$ cat src/rtl/rflr_pkg.sv
`timescale 1ns / 1ps
`default_nettype none
// ----------------------------------------------------------------------------
// rflr_pkg
// Shared types and constants of the replica file list reconciler.
// ----------------------------------------------------------------------------
package rflr_pkg;

  localparam int unsigned DEPTH = 64;
  localparam int unsigned IDX_W = 6;    // index into the peer table
  localparam int unsigned CNT_W = 7;    // holds 0..DEPTH

  localparam logic [1:0] CMD_LOAD  = 2'd0;
  localparam logic [1:0] CMD_PROBE = 2'd1;
  localparam logic [1:0] CMD_DRAIN = 2'd2;
  localparam logic [1:0] CMD_NOP   = 2'd3;

  localparam logic [1:0] CAT_MORE = 2'd0;
  localparam logic [1:0] CAT_DIFF = 2'd1;
  localparam logic [1:0] CAT_LESS = 2'd2;
  localparam logic [1:0] CAT_NONE = 2'd3;

  localparam logic [15:0] CNT_MAX = 16'hFFFF;

  typedef struct packed {
    logic [1:0]  cmd;
    logic [63:0] id;
    logic [31:0] size;
    logic [31:0] crc;
    logic [7:0]  status;
  } item_t;

  typedef struct packed {
    logic [1:0]  category;
    logic [63:0] id;
    logic        last;
    logic        overflow;
    logic [15:0] more_total;
    logic [15:0] diff_total;
    logic [15:0] less_total;
  } res_t;

  typedef struct packed {
    logic [63:0] key;
    logic [31:0] size;
    logic [31:0] crc;
    logic [7:0]  status;
  } entry_t;

  localparam int unsigned ENTRY_W = $bits(entry_t);

endpackage
`default_nettype wire

$ cat src/rtl/rflr_front.sv
`timescale 1ns / 1ps
`default_nettype none
// ----------------------------------------------------------------------------
// rflr_front
// Input side: accepts transactions, drops unknown commands, and holds up to
// two commands for the back end.
// ----------------------------------------------------------------------------
module rflr_front (
  input  wire logic           clk_i,
  input  wire logic           rst_ni,
  input  wire logic           push_i,
  output logic                full_o,
  input  wire rflr_pkg::item_t item_i,
  output logic                out_valid_o,
  output rflr_pkg::item_t     out_item_o,
  input  wire logic           pop_i
);

  rflr_pkg::item_t buf_q [2];
  logic [1:0] count_q, count_d;
  logic       wr_q, rd_q;
  logic       store, take;

  assign full_o      = (count_q == 2'd2);
  assign store       = push_i && !full_o && (item_i.cmd != rflr_pkg::CMD_NOP);
  assign out_valid_o = (count_q != 2'd0);
  assign out_item_o  = buf_q[rd_q];
  assign take        = pop_i && out_valid_o;

  always_comb begin
    count_d = count_q;
    if (store && !take) begin
      count_d = count_q + 2'd1;
    end else if (take && !store) begin
      count_d = count_q - 2'd1;
    end
  end

  always_ff @(posedge clk_i or negedge rst_ni) begin
    if (!rst_ni) begin
      count_q <= 2'd0;
      wr_q    <= 1'b0;
      rd_q    <= 1'b0;
    end else begin
      count_q <= count_d;
      if (store) wr_q <= !wr_q;
      if (take)  rd_q <= !rd_q;
    end
  end

  always_ff @(posedge clk_i) begin
    if (store) begin
      buf_q[wr_q] <= item_i;
    end
  end

endmodule
`default_nettype wire

$ cat config.mk
export PLATFORM = sky130hd
export DESIGN_NAME = rflr_front
export DESIGN_NICKNAME = d
export VERILOG_FILES = /design/src/rtl/rflr_pkg.sv /design/src/rtl/rflr_front.sv
export SDC_FILE = /design/constraint.sdc
export NUM_CORES = 1
export LEC_CHECK = 0
export BUFFER_PORTS_ARGS = -buffer_cell sky130_fd_sc_hd__buf_2
export CAP_MARGIN = 0
export CORE_AREA = 2 2 205 207
export CTS_CLUSTER_SIZE = 40
export DETAILED_ROUTE_END_ITERATION = 8
export DIE_AREA = 0 0 207 209
export MAX_ROUTING_LAYER = met4
export SLEW_MARGIN = 40
export SYNTH_ARGS = -nofsm -noshare
export SYNTH_HDL_FRONTEND = slang
export SYNTH_SLANG_ARGS = --single-unit
$ cat constraint.sdc
create_clock -name clk_i -period 6.9 [get_ports clk_i]
set_input_delay 0 -clock clk_i [delete_from_list [all_inputs] [get_ports clk_i]]
set_output_delay 0 -clock clk_i [all_outputs]
set_load 0.1 [all_outputs]
==> impl_metrics.env <==
export IMPL_rsz0062_at_grt="false"
export IMPL_nNetsFinal=1038
export IMPL_core_um2=41290
export IMPL_die_w_um=207
export IMPL_yosysSeqAreaShare=0.8229
export IMPL_slew_violations=0
export IMPL_num_rows=75
export IMPL_syn_num_nets=592
export IMPL_stdcell_count=1458
export IMPL_ys_seq_elements=280
export IMPL_dp_hpwl_mm=13.68
export IMPL_wl_met2_mm=10.95
export IMPL_maxUsedRoutingLayer="met4"
export IMPL_synth_common_cells="edfxtp_1 (276), mux2_2 (138), buf_6 (11)"
export IMPL_grt_ovfl_total=0
export IMPL_htreeDepth=1
export IMPL_synth_most_common_cell="edfxtp_1"
export IMPL_ys_warn_count=0
export IMPL_yosys_area_top_type="edfxtp_1"
export IMPL_worst_setup_path_end_kind="output pin"
export IMPL_grt_pass1_wl_mm=33.64
export IMPL_critPathMaxFanout=63
export IMPL_wire_per_inst_um=15.19
export IMPL_hold_viol=0
export IMPL_post_route_period_util=0.4079
export IMPL_drive_gt1_frac=0.5142
export IMPL_die_y_um=209
export IMPL_final_antenna_net_count=0
export IMPL_maxCapViolCount=0
export IMPL_wirelength_met1_mm=9.070
export IMPL_grt_use_total=0.1005
export IMPL_fin_ws_ns=4.085
export IMPL_area_delta_synth_final_pct=43.84
export IMPL_status="completed"
export IMPL_critPathKind="reg -> out"
export IMPL_ys_types=15
export IMPL_port_buffers=281
export IMPL_worstHoldPathType="in -> reg"
export IMPL_relSlewSlack=0.5442
export IMPL_antenna_found_initial=3
export IMPL_cts_sinks=280
export IMPL_crit_required_ns=6.90
export IMPL_viasPerCell=3.947
export IMPL_clk_pin_slew_worst_paths_ns=0.06
export IMPL_grt_start_max_net_pins=66
export IMPL_async_flop_share=0.01429
export IMPL_gp_congestion=0.7002
export IMPL_skew_ns=0.007099
export IMPL_start_util=0.2469
export IMPL_post_place_ws_ns=4.515
export IMPL_worstPathArrival_ns=2.81
export IMPL_worst_slew_pin_slew_ns=0.6837
export IMPL_syn_inst=449
export IMPL_drc=0
export IMPL_drt_first_pass_iters=4
export IMPL_die_area_um2=43260
export IMPL_finalSetupViolations=0
export IMPL_cts_tree="built"
export IMPL_post_cts_resized=0
export IMPL_synthTopCellsByArea="edfxtp_1 (81%), mux2_2 (15%), buf_6 (1.2%)"
export IMPL_detailroute_via_count=5754
export IMPL_syn_cell_area_um2=10190
export IMPL_placed_cell_area_um2=12210
export IMPL_place_inst=1260
export IMPL_crit_path_start_kind="register"
export IMPL_cts_buffers=30
export IMPL_pin_count=282
export IMPL_wl_met3_mm=1.707
export IMPL_fin_area_um2=14660
export IMPL_fin_crit_ns=2.815
export IMPL_tns_ns=0
export IMPL_synth_ff_type="edfxtp_1"
export IMPL_synth_top_area_share=0.8131
export IMPL_synth_edf_count=276
export IMPL_insertion_delay_ns=0.55
export IMPL_grt_pass1_vias=6242
export IMPL_finalWirelength_mm=22.14
export IMPL_drtIter0Drc=215
export IMPL_root_buffer="clkbuf_16"
export IMPL_clk_path_buf_depth=3
export IMPL_syn_avg_cell_area_um2=22.70
export IMPL_fmax_ghz=0.3553
==> routing by layer <==
| layer | vias to the layer above | global-route usage |
|---|---|---|
| met2 | 182 | 0.1664 |
| met3 | 35 | 0.03306 |
| li1 | 2684 | - |
| met4 | 0 | 0.03030 |
| met5 | - | - |
| met1 | 2853 | 0.1161 |
==> critical path, cell delays in order (launching register included) <==
cell and delay (ns):
dfrtp_4 0.84, buf_6 0.62, mux2_2 0.28, buf_2 0.44
==> stage by stage <==
step           utilization  hold slack (ns)
2_1_floorplan            -          -0.2956
3_3_place_gp        0.2952          -0.1827
5_1_grt             0.3551           0.1279
3_5_place_dp        0.2957          -0.1804
4_1_cts             0.3549           0.1149
6_report            0.3551           0.1644
==> registers in the layout, summed over array words and instances (netlist names) <==
signal,count
rd_q,1
wr_q,1
count_q,2
buf_q,276
==> cell families after synthesis <==
group / after synthesis / share of synthesized area
flip-flops: 280 / 0.8229
multiplexers: 138 / 0.1524
buffers and inverters: 17 / 0.01534
AND/OR/NAND/NOR: 8 / 0.003806
XOR/XNOR: 5 / 0.004297
adder cells (fa/ha/maj): 1 / 0.001227
==> worst paths after layout <==
check | startpoint | end | slack, ns | cells past startpoint
min in group asynchronous | rst_ni | count_q[1]$_DFFE_PN0P_ | 0.36 | 3
setup / recovery | rd_q$_DFFE_PN0P_ | out_item_o[88] | 4.09 | 3
hold reg to reg | count_q[1]$_DFFE_PN0P_ | count_q[1]$_DFFE_PN0P_ | 0.49 | 1
setup reg to reg | count_q[1]$_DFFE_PN0P_ | buf_q[1][52]$_DFFE_PP_ | 4.55 | 4
max in group asynchronous | rst_ni | rd_q$_DFFE_PN0P_ | 6.33 | 3
hold / removal | item_i[1] | buf_q[0][1]$_DFFE_PP_ | 0.16 | 2
==> final cells by class <==
type	instances	area (um^2)
Multi-Input combinational cell	152	1664
Tap cell	539	674.4
Clock buffer	38	802.0
Inverter	2	7.507
Timing Repair Buffer	429	2892
Antenna cell	3	7.507
Fill cell	3931	26630
Clock inverter	15	224.0
Sequential cell	280	8392
==> cell usage in the layout, fill, tap and decap left out, types with 2 or more instances in the layout <==
master and instances:
inv_1 2, dfrtp_1 3, bufinv_16 6, buf_6 5, clkbuf_1 7, clkinv_1 4
dlygate4sd3_1 142, buf_2 281, diode_2 3, xnor2_1 3, clkbuf_16 31, clkinv_2 4
nor2_4 2, xor2_1 2, nand2_1 2, mux2_2 138, edfxtp_1 276
==> repair_timing <==
| action | 4_1_cts | 5_1_grt |
|---|---|---|
| buffers inserted | 0 | 0 |
| setup endpoints to repair | 0 | 0 |
| hold buffers | 142 | 0 |
| hold endpoints to repair | 284 | 0 |
Power is left out: the tool's default activity adds up to more than one toggle a clock period on the data nets, which glitch-free logic cannot reach.
