--- config.mk ---
export PLATFORM = sky130hd
export DESIGN_NAME = rflr_outq
export DESIGN_NICKNAME = d
export VERILOG_FILES = /design/src/rtl/rflr_pkg.sv /design/src/rtl/rflr_outq.sv
export SDC_FILE = /design/constraint.sdc
export NUM_CORES = 1
export LEC_CHECK = 0
export ABC_AREA = 1
export BUFFER_PORTS_ARGS = -buffer_cell sky130_fd_sc_hd__buf_2
export CORE_ASPECT_RATIO = 0.6
export CORE_MARGIN = 5
export CORE_UTILIZATION = 31
export DETAILED_ROUTE_END_ITERATION = 10
export SETUP_SLACK_MARGIN = 0.02
export SLEW_MARGIN = 25
export SYNTH_ARGS = -nofsm -noshare
export SYNTH_HDL_FRONTEND = slang
export SYNTH_SLANG_ARGS = --single-unit
--- constraint.sdc ---
create_clock -name clk_i -period 16.7 [get_ports clk_i]
set_input_delay 0.835 -clock clk_i [delete_from_list [all_inputs] [get_ports clk_i]]
set_output_delay 0.835 -clock clk_i [all_outputs]
set_load 0.05 [all_outputs]
--- src/rtl/rflr_pkg.sv ---
`timescale 1ns / 1ps
`default_nettype none
// ----------------------------------------------------------------------------
// rflr_pkg
// Shared types and constants of the replica file list reconciler.
// ----------------------------------------------------------------------------
package rflr_pkg;

  localparam int unsigned DEPTH = 64;
  localparam int unsigned IDX_W = 6;    // index into the peer table
  localparam int unsigned CNT_W = 7;    // holds 0..DEPTH

  localparam logic [1:0] CMD_LOAD  = 2'd0;
  localparam logic [1:0] CMD_PROBE = 2'd1;
  localparam logic [1:0] CMD_DRAIN = 2'd2;
  localparam logic [1:0] CMD_NOP   = 2'd3;

  localparam logic [1:0] CAT_MORE = 2'd0;
  localparam logic [1:0] CAT_DIFF = 2'd1;
  localparam logic [1:0] CAT_LESS = 2'd2;
  localparam logic [1:0] CAT_NONE = 2'd3;

  localparam logic [15:0] CNT_MAX = 16'hFFFF;

  typedef struct packed {
    logic [1:0]  cmd;
    logic [63:0] id;
    logic [31:0] size;
    logic [31:0] crc;
    logic [7:0]  status;
  } item_t;

  typedef struct packed {
    logic [1:0]  category;
    logic [63:0] id;
    logic        last;
    logic        overflow;
    logic [15:0] more_total;
    logic [15:0] diff_total;
    logic [15:0] less_total;
  } res_t;

  typedef struct packed {
    logic [63:0] key;
    logic [31:0] size;
    logic [31:0] crc;
    logic [7:0]  status;
  } entry_t;

  localparam int unsigned ENTRY_W = $bits(entry_t);

endpackage
`default_nettype wire

--- src/rtl/rflr_outq.sv ---
`timescale 1ns / 1ps
`default_nettype none
// ----------------------------------------------------------------------------
// rflr_outq
// Two-entry result queue between the back end and the result port.
// ----------------------------------------------------------------------------
module rflr_outq (
  input  wire logic          clk_i,
  input  wire logic          rst_ni,
  input  wire logic          push_i,
  input  wire rflr_pkg::res_t res_i,
  output logic               full_o,
  output logic               empty_o,
  output rflr_pkg::res_t     res_o,
  input  wire logic          pop_i
);

  rflr_pkg::res_t buf_q [2];
  logic [1:0] count_q, count_d;
  logic       wr_q, rd_q;
  logic       store, take;

  assign full_o  = (count_q == 2'd2);
  assign empty_o = (count_q == 2'd0);
  assign store   = push_i && !full_o;
  assign take    = pop_i && !empty_o;
  assign res_o   = buf_q[rd_q];

  always_comb begin
    count_d = count_q;
    if (store && !take) begin
      count_d = count_q + 2'd1;
    end else if (take && !store) begin
      count_d = count_q - 2'd1;
    end
  end

  always_ff @(posedge clk_i or negedge rst_ni) begin
    if (!rst_ni) begin
      count_q <= 2'd0;
      wr_q    <= 1'b0;
      rd_q    <= 1'b0;
    end else begin
      count_q <= count_d;
      if (store) wr_q <= !wr_q;
      if (take)  rd_q <= !rd_q;
    end
  end

  always_ff @(posedge clk_i) begin
    if (store) begin
      buf_q[wr_q] <= res_i;
    end
  end

endmodule
`default_nettype wire

==> summary.txt, run 1 <==
Yosys
  • EDFF count, synth: 232
  • Top cells by area, synth: edfxtp_1 80%, nand2_1 15%, dfrtp_1 1.2%, buf_2 1.0%, buf_6 0.65%
  • Top post-synthesis cells by count: 357 x nand2_1, 232 x edfxtp_1, 18 x buf_2, 7 x inv_1, 5 x buf_6
  • Post-synth cell types: 15
  • Syn nets: 758
  • Synthesized flop and latch total: 236
  • Most frequent cell after synthesis: nand2_1
  • Syn. warnings: 0
  • Share of the synthesized area in the top cell type: 0.804
  • Synth area leader: edfxtp_1
  • Register area share after synthesis: 0.815
  • Cell Area, Synth: 8670 um2
  • Mapped Avg Cell Area: 13.6 um2
  • Post-synth ARST share: 0.0169
  • Main synth FF type: edfxtp_1
  • Mapped Cells: 637

Cells and area
  • Diode count: 0
  • Layout cells sized above 1: 0.314
  • Area Growth Syn to Fin: 25.8%
  • Final core utilization: 0.395
  • Design Area, Final: 10900 um2
  • Final net count: 1000

Clock network
  • Worst-Skew Late Latency: 0.51 ns
  • Post-cts gate resize count: 0
  • CTS Buf Count: 23
  • Clock transition at the registers of the reported paths: 0.06 ns
  • # H-tree levels: 1
  • TritonCTS clock tree: built
  • Clk sinks: 236
  • CTS root buffer: clkbuf_16
  • Hold-fix buffers, CTS: 0
  • Post-CTS setup buffer count: 0
  • CTS max path bufs: 3

STA
  • Worst slew pin tran: 0.915 ns
  • Slew HR: 0.390
  • Slew Limit Fails: 0
  • Endpoints failing setup: 0
  • Max frequency: 255 MHz
  • Fin crit period: 3.92 ns
  • Final period utilization: 0.235
  • Max Clock Skew: 0.0166 ns
  • Hold violation count in the final report: 0
  • Setup TNS: 0 ns
  • Unrepaired setup endpoints after global routing: no

Die
  • Die area: 31500 um2
  • Placeable Area: 27600 um2
  • Die Width: 226 um
  • Site row count: 47
  • Number of I/O pins: 238
  • Die H: 140 um
  • Starting Density: 0.314

Drt
  • Vias/cell: 4.17
  • Vias after detailed routing: 5270
  • DRT iter0 DRCs: 269
  • Routed Antenna Nets: 0
  • Total wire length: 19600 um
  • Wirelength per Cell: 15.6 um
  • Remaining DRCs: 0
  • DR pass1 iterations: 5

Global route
  • Initial antenna violation count: 2
  • Vias in the first global route: 5170
  • Total Routing Usage GR: 0.121
  • Global-route wire length before repair: 29900 um
  • Largest net degree at the start of global routing: 65
  • Grt ovf: 0

Critical path
  • CP Class: flip-flop to primary output
  • Data required, critical path: 15.87 ns
  • Startpoint Class: flip-flop
  • CP Capture Type: primary output
  • Worst Path Arrival: 3.09 ns
  • Worst flop-to-flop path startpoint: count_q[0]$_DFFE_PN0P_
  • CP Max Fanout: 60
  • CP Launch Point: rd_q$_DFFE_PN0P_

Pwr
  • Pwr per Cell Area: 218 nW/um2
  • Leakage: 4.64 nW
  • Total Power: 2.38 mW
  • Worst vdd ir: 0.000139 V

Place
  • Port bufs: 237
  • Routability-driven placement congestion ratio: 0.725
  • Post-DP HPWL: 12500 um
  • DP Area: 10200 um2

Worst hold path
  • Min-delay worst type: primary input to async pin

Run
  • Max-Cap Viols: 0

Outcome
  • Status: completed
-- per-stage QoR --
step	hold WS, ns	instances	setup WS, ns
after floorplan	0.449	637	10.34
after global placement	0.468	1221	13.27
after detailed placement	0.487	1221	13.24
after CTS	0.0814	1263	12.67
after global routing	0.0847	1263	12.51
final	0.120	1263	12.78
-- where the power goes --
part           internal [mW]  switching (mW)
Sequential             0.809          0.0499
Clock                  0.269           0.214
Combinational          0.187           0.850
Total                   1.26            1.11
-- final cells by class --
type / count / area, um2
clock buffer: 25 / 583
clock inverter: 17 / 119
fill: 2603 / 16700
inverter: 8 / 35.0
multi-input combinational: 368 / 1410
sequential: 236 / 7070
tap: 367 / 459
timing repair buffer: 242 / 1220
-- cell usage in the layout (no fill, tap or decap), types with 3 or more instances in the layout --
cell type   synthesis  final
clkinvlp_4          0      3
buf_2              18    237
clkbuf_16           0     23
inv_1               7      6
dfrtp_1             4      3
edfxtp_1          232    232
nand2_1           357    357
clkinv_2            0      6
clkinv_1            0      5
buf_4               2      5
nor2_1              4      3
-- flip-flops by register name (all words and copies together), names as in the netlist --
name and count:
count_q 2, buf_q 232, wr_q 1, rd_q 1
-- worst paths after layout --
path / slack, ns / to / depth (start not counted)
max: 12.78 / res_o[107] / 5
min: 0.12 / wr_q$_DFFE_PN0P_ / 1
max reg2reg: 14.01 / buf_q[0][74]$_DFFE_PP_ / 5
min reg2reg: 0.50 / wr_q$_DFFE_PN0P_ / 2
max in group asynchronous: 16.43 / rd_q$_DFFE_PN0P_ / 1
min in group clk_i: 0.50 / wr_q$_DFFE_PN0P_ / 2
-- critical path, cell delays in order (launching register included) --
cell	delay (ns)
dfrtp_4	0.72
inv_4	0.58
buf_4	0.65
nand2_1	0.10
nand2_1	0.14
buf_2	0.28
-- per-layer routing --
metal  global-route usage  wire length, um
met1                0.171             9240
met2                0.185             8460
met3               0.0398             1620
met4               0.0232              310
met5                    0               13
-- cell families after synthesis --
kind of cell | count (synthesis) | synth area share
XOR/XNOR | 1 | 0.00101
buffers and inverters | 33 | 0.0224
adder cells (fa/ha/maj) | 1 | 0.00144
AO/OA/AOI/OAI | 2 | 0.00116
flip-flops | 236 | 0.815
AND/OR/NAND/NOR | 364 | 0.159
No activity file was read; power rests on OpenSTA's default activity.
==> run 2: changes to the inputs <==
==> constraint.sdc (replaced) <==
create_clock -name clk_i -period 4.05 [get_ports clk_i]
set_input_delay 0.2025 -clock clk_i [delete_from_list [all_inputs] [get_ports clk_i]]
set_output_delay 0.2025 -clock clk_i [all_outputs]
set_load 0.05 [all_outputs]
==> summary.txt, run 2 (synthesis results as in run 1) <==
Cells and area
  • Number of flip-flops in the largest register: 232
  • Most common cell after layout, fill and taps aside: nand2_1
  • Largest regs: buf_q x232, count_q x2
  • Commonest non-fill, non-tap cells in the layout: 357 x nand2_1, 237 x buf_2, 232 x edfxtp_1, 118 x dlygate4sd3_1, 25 x clkbuf_16
  • Area Growth Syn to Fin: 40.5%
  • Layout cells sized above 1: 0.274
  • Biggest register: buf_q
  • Diode count: 0
  • Final net count: 1121

Run
  • Max-Cap Viols: 0

Global route
  • Total Routing Usage GR: 0.133
  • Largest net degree at the start of global routing: 65
  • Initial antenna violation count: 0
  • Global-route wire length before repair: 33300 um
  • Grt ovf: 0
  • Vias in the first global route: 5899

Place
  • Port bufs: 237
  • Routability-driven placement congestion ratio: 0.746
  • Dpl ws: 1.63 ns
  • Post-DP HPWL: 13300 um

Drt
  • Total wire length: 21300 um
  • Remaining DRCs: 0
  • DRT iter0 DRCs: 379
  • Routed Antenna Nets: 0
  • Vias after detailed routing: 5786
  • Wirelength per Cell: 15.4 um
  • Vias/cell: 4.18
  • DR pass1 iterations: 4

Critical path
  • R2R Setup Slk: 1.80 ns
  • CP Class: flip-flop to primary output
  • CP peak stage delay: 0.72 ns
  • Startpoint Class: flip-flop
  • CP max-delay cell: dfrtp_4
  • Crit-path cells: inv_4 > buf_12 > nand2_1 > nand2_1 > buf_2
  • Data required, critical path: 3.85 ns
  • CP Max Fanout: 63
  • R2R depth: 6
  • CP Capture Type: primary output
  • Most common cell on crit path: nand2_1
  • Worst Path Arrival: 2.72 ns

Clock network
  • Worst-Skew Late Latency: 0.52 ns
  • CTS root buffer: clkbuf_16
  • Hold-fix buffers, CTS: 118
  • # H-tree levels: 1
  • TritonCTS clock tree: built
  • CTS Buf Count: 24
  • Clk sinks: 236
  • Clock transition at the registers of the reported paths: 0.06 ns
  • Post-cts gate resize count: 0
  • Post-CTS setup buffer count: 0
  • CTS max path bufs: 3

Die
  • Placeable Area: 27600 um2
  • Die Width: 226 um
  • Site row count: 47
  • Die H: 140 um
  • Starting Density: 0.314
  • Die area: 31500 um2
  • Number of I/O pins: 238

STA
  • Setup slack after layout: 1.13 ns
  • Slew Limit Fails: 0
  • Final period utilization: 0.721
  • Unrepaired setup endpoints after global routing: no
  • Hold violation count in the final report: 0
  • Setup TNS: 0 ns
  • Slew HR: 0.456
  • Endpoints failing setup: 0
  • Fin crit period: 2.92 ns
  • Min Hold Slack: 0.0539 ns
  • Worst slew pin tran: 0.816 ns
  • Max Clock Skew: 0.00982 ns
  • Max frequency: 342 MHz

Pwr
  • Pwr per Cell Area: 830 nW/um2
  • Leakage: 5.17 nW
  • Worst vdd ir: 0.000611 V

Worst hold path
  • Min-delay worst type: primary input to async pin

Outcome
  • Status: completed
==> run 2: final timing paths <==
| kind | startpoint | to |
|---|---|---|
| setup / recovery | rd_q$_DFFE_PN0P_ | res_o[113] |
| hold reg to reg | wr_q$_DFFE_PN0P_ | wr_q$_DFFE_PN0P_ |
| max in group asynchronous | rst_ni | rd_q$_DFFE_PN0P_ |
| setup reg to reg | count_q[1]$_DFFE_PN0P_ | buf_q[0][31]$_DFFE_PP_ |
| min in group clk_i | push_i | wr_q$_DFFE_PN0P_ |
| hold / removal | rst_ni | wr_q$_DFFE_PN0P_ |
==> run 2: critical path, delay by kind of cell (launching register included) <==
| kind | cells | cell delay [ns] |
|---|---|---|
| buffers and inverters | 3 | 1.21 |
| DFF | 1 | 0.72 |
| and+or+nand+nor | 2 | 0.18 |
==> run 2: where the power goes <==
part / switching (mW) / internal (mW)
sequential: 0.213 / 3.33
combinational: 3.55 / 0.872
clock: 0.876 / 1.25
==> run 2: metal layers <==
layer / wire length [um] / GRT usage / vias to the layer above / part of all wire
met3: 1660 / 0.0429 / 26 / 0.078
met4: 337 / 0.0245 / 0 / 0.016
li1: - / - / 2878 / -
met5: 0 / 0 / - / 0
met2: 9750 / 0.215 / 176 / 0.46
met1: 9590 / 0.179 / 2706 / 0.45
==> run 2: area by class of cell <==
cell class | count | area [um2]
Tap cell | 367 | 459
Sequential cell | 236 | 7070
Clock buffer | 33 | 656
Timing Repair Buffer | 362 | 2440
Multi-Input combinational cell | 368 | 1410
Clock inverter | 9 | 95.1
Inverter | 8 | 35.0
Fill cell | 2504 | 15400
==> run 2: metrics by stage <==
stage | power, mW | utilization | cell area, um2 | instances
final | 10.1 | 0.441 | 12200 | 1383
after global routing | 10.7 | 0.441 | 12200 | 1383
after CTS | 10.2 | 0.441 | 12200 | 1383
after detailed placement | 7.99 | 0.371 | 10200 | 1223
after global placement | 7.96 | 0.371 | 10200 | 1223
after floorplan | 6.89 | - | 8670 | 637
==> run 3: changes to the inputs <==
==> constraint.sdc (replaced) <==
create_clock -name clk_i -period 2.7 [get_ports clk_i]
set_input_delay 0.135 -clock clk_i [delete_from_list [all_inputs] [get_ports clk_i]]
set_output_delay 0.135 -clock clk_i [all_outputs]
set_load 0.05 [all_outputs]
==> summary.txt, run 3 (synthesis results as in run 1) <==
Die
  • Die area: 31500 um2
  • Placeable Area: 27600 um2
  • Site row count: 47
  • Die H: 140 um
  • Die Width: 226 um
  • Starting Density: 0.314
  • Number of I/O pins: 238

Critical path
  • CP Capture Type: primary output
  • CP peak stage delay: 0.50 ns
  • CP max-delay cell: dfrtp_4
  • Crit-path cells: inv_4 > buf_12 > nand2_1 > nand2_1 > buf_2
  • Worst Path Arrival: 2.11 ns
  • CP Depth: 5
  • Startpoint Class: flip-flop
  • CP Class: flip-flop to primary output
  • Most common cell on crit path: nand2_1
  • R2R depth: 6
  • CP endpoint: res_o[82]
  • R2R Path End: buf_q[0][0]$_DFFE_PP_
  • CP Launch Point: rd_q$_DFFE_PN0P_
  • CP Max Fanout: 47
  • Top delay family on crit path: buffers and inverters
  • Data required, critical path: 2.57 ns
  • Crit path buf inv count: 3
  • Worst flop-to-flop path startpoint: count_q[1]$_DFFE_PN0P_
  • R2R Setup Slk: 0.72 ns

Cells and area
  • Largest regs: buf_q x232, count_q x2
  • Area Growth Syn to Fin: 41.4%
  • Layout cells sized above 1: 0.282
  • Most common cell after layout, fill and taps aside: nand2_1
  • Number of flip-flops in the largest register: 232
  • Biggest register: buf_q
  • Final net count: 1124
  • Diode count: 0
  • Fill cells: 2486
  • Commonest non-fill, non-tap cells in the layout: 356 x nand2_1, 237 x buf_2, 232 x edfxtp_1, 120 x dlygate4sd3_1, 23 x clkbuf_16

Pwr
  • Total Power: 15.2 mW
  • Worst vdd ir: 0.000963 V
  • Leakage: 5.19 nW
  • Pwr per Cell Area: 1240 nW/um2

Global route
  • Grt ovf: 0
  • Global-route wire length before repair: 33000 um
  • Initial antenna violation count: 0
  • Total Routing Usage GR: 0.132
  • Vias in the first global route: 5916
  • Largest net degree at the start of global routing: 118

Drt
  • Routed Antenna Nets: 0
  • M1 WL: 9660 um
  • Vias after detailed routing: 5841
  • DR pass1 iterations: 4
  • WL met3: 1540 um
  • Met2 Routed Length: 9780 um
  • Remaining DRCs: 0
  • Vias/cell: 4.22
  • Wirelength per Cell: 15.4 um
  • DRT iter0 DRCs: 282
  • Max layer used: met4
  • Total wire length: 21300 um

STA
  • Slew HR: 0.545
  • Endpoints failing setup: 0
  • Final period utilization: 0.832
  • Fin crit period: 2.25 ns
  • Setup slack after layout: 0.454 ns
  • Max frequency: 445 MHz
  • Setup TNS: 0 ns
  • Worst slew pin tran: 0.681 ns
  • Slew Limit Fails: 0
  • Max Clock Skew: 0.00544 ns
  • Hold violation count in the final report: 0
  • Unrepaired setup endpoints after global routing: no

Worst hold path
  • Min-delay worst type: primary input to flip-flop

Clock network
  • Post-cts gate resize count: 0
  • # H-tree levels: 1
  • CTS Buf Count: 23
  • Post-CTS setup buffer count: 0
  • TritonCTS clock tree: built
  • CTS root buffer: clkbuf_16
  • Worst-Skew Late Latency: 0.51 ns
  • Clk sinks: 236
  • Clock transition at the registers of the reported paths: 0.06 ns
  • CTS max path bufs: 3
  • Hold-fix buffers, CTS: 120

Run
  • Max-Cap Viols: 0

Outcome
  • Status: completed

Place
  • Routability-driven placement congestion ratio: 0.722
  • Dpl ws: 0.638 ns
  • Post-DP HPWL: 13200 um
  • Port bufs: 237
==> run 3: cell types whose count changed in the layout (fill, tap and decap cells not counted), moves of 2 or more <==
cell,delta
clkinv_1,-2
buf_12,+4
dlygate4sd3_1,+2
clkbuf_1,-3
clkbuf_16,-2
clkinv_2,+3
buf_4,-2
nor2_1,-2
==> run 3: routing by layer <==
layer,up-vias,global-route usage
met1,2744,0.184
met5,-,0
met4,0,0.0226
li1,2883,-
met3,24,0.0354
met2,190,0.213
==> run 3: power breakdown <==
| group | internal, mW | switching (mW) | total, mW |
|---|---|---|---|
| sequential | 4.99 | 0.190 | 5.18 |
| combinational | 1.39 | 5.49 | 6.89 |
| clock | 1.85 | 1.29 | 3.14 |
| total | 8.24 | 6.98 | 15.2 |
==> run 3: worst min path at each step <==
stage | from | slack, ns | to | depth (start not counted)
2_1_floorplan | rst_ni | -0.16 | count_q[0]$_DFFE_PN0P_ | 0
3_3_place_gp | rst_ni | -0.05 | wr_q$_DFFE_PN0P_ | 1
3_5_place_dp | rst_ni | -0.04 | wr_q$_DFFE_PN0P_ | 1
4_1_cts | res_i[94] | 0.32 | buf_q[0][94]$_DFFE_PP_ | 2
5_1_grt | res_i[43] | 0.32 | buf_q[1][43]$_DFFE_PP_ | 2
6_report | res_i[94] | 0.35 | buf_q[0][94]$_DFFE_PP_ | 2
==> run 3: area by class of cell <==
cell class | instances | area (um2) | share of cell area
clock inverter | 11 | 134 | 0.0109
sequential | 236 | 7070 | 0.577
tap | 367 | 459 | 0.0375
inverter | 8 | 36.3 | 0.00296
clock buffer | 28 | 594 | 0.0485
timing repair buffer | 366 | 2530 | 0.207
multi-input combinational | 368 | 1430 | 0.116
==> run 3: per-stage QoR <==
stage | cell area, um2 | cells | util | hold slack [ns]
after floorplan | 8690 | 637 | - | -0.161
after global placement | 10300 | 1225 | 0.374 | -0.0489
after detailed placement | 10300 | 1225 | 0.374 | -0.0436
after CTS | 12300 | 1384 | 0.444 | 0.316
after global routing | 12300 | 1384 | 0.444 | 0.317
final | 12300 | 1384 | 0.444 | 0.345
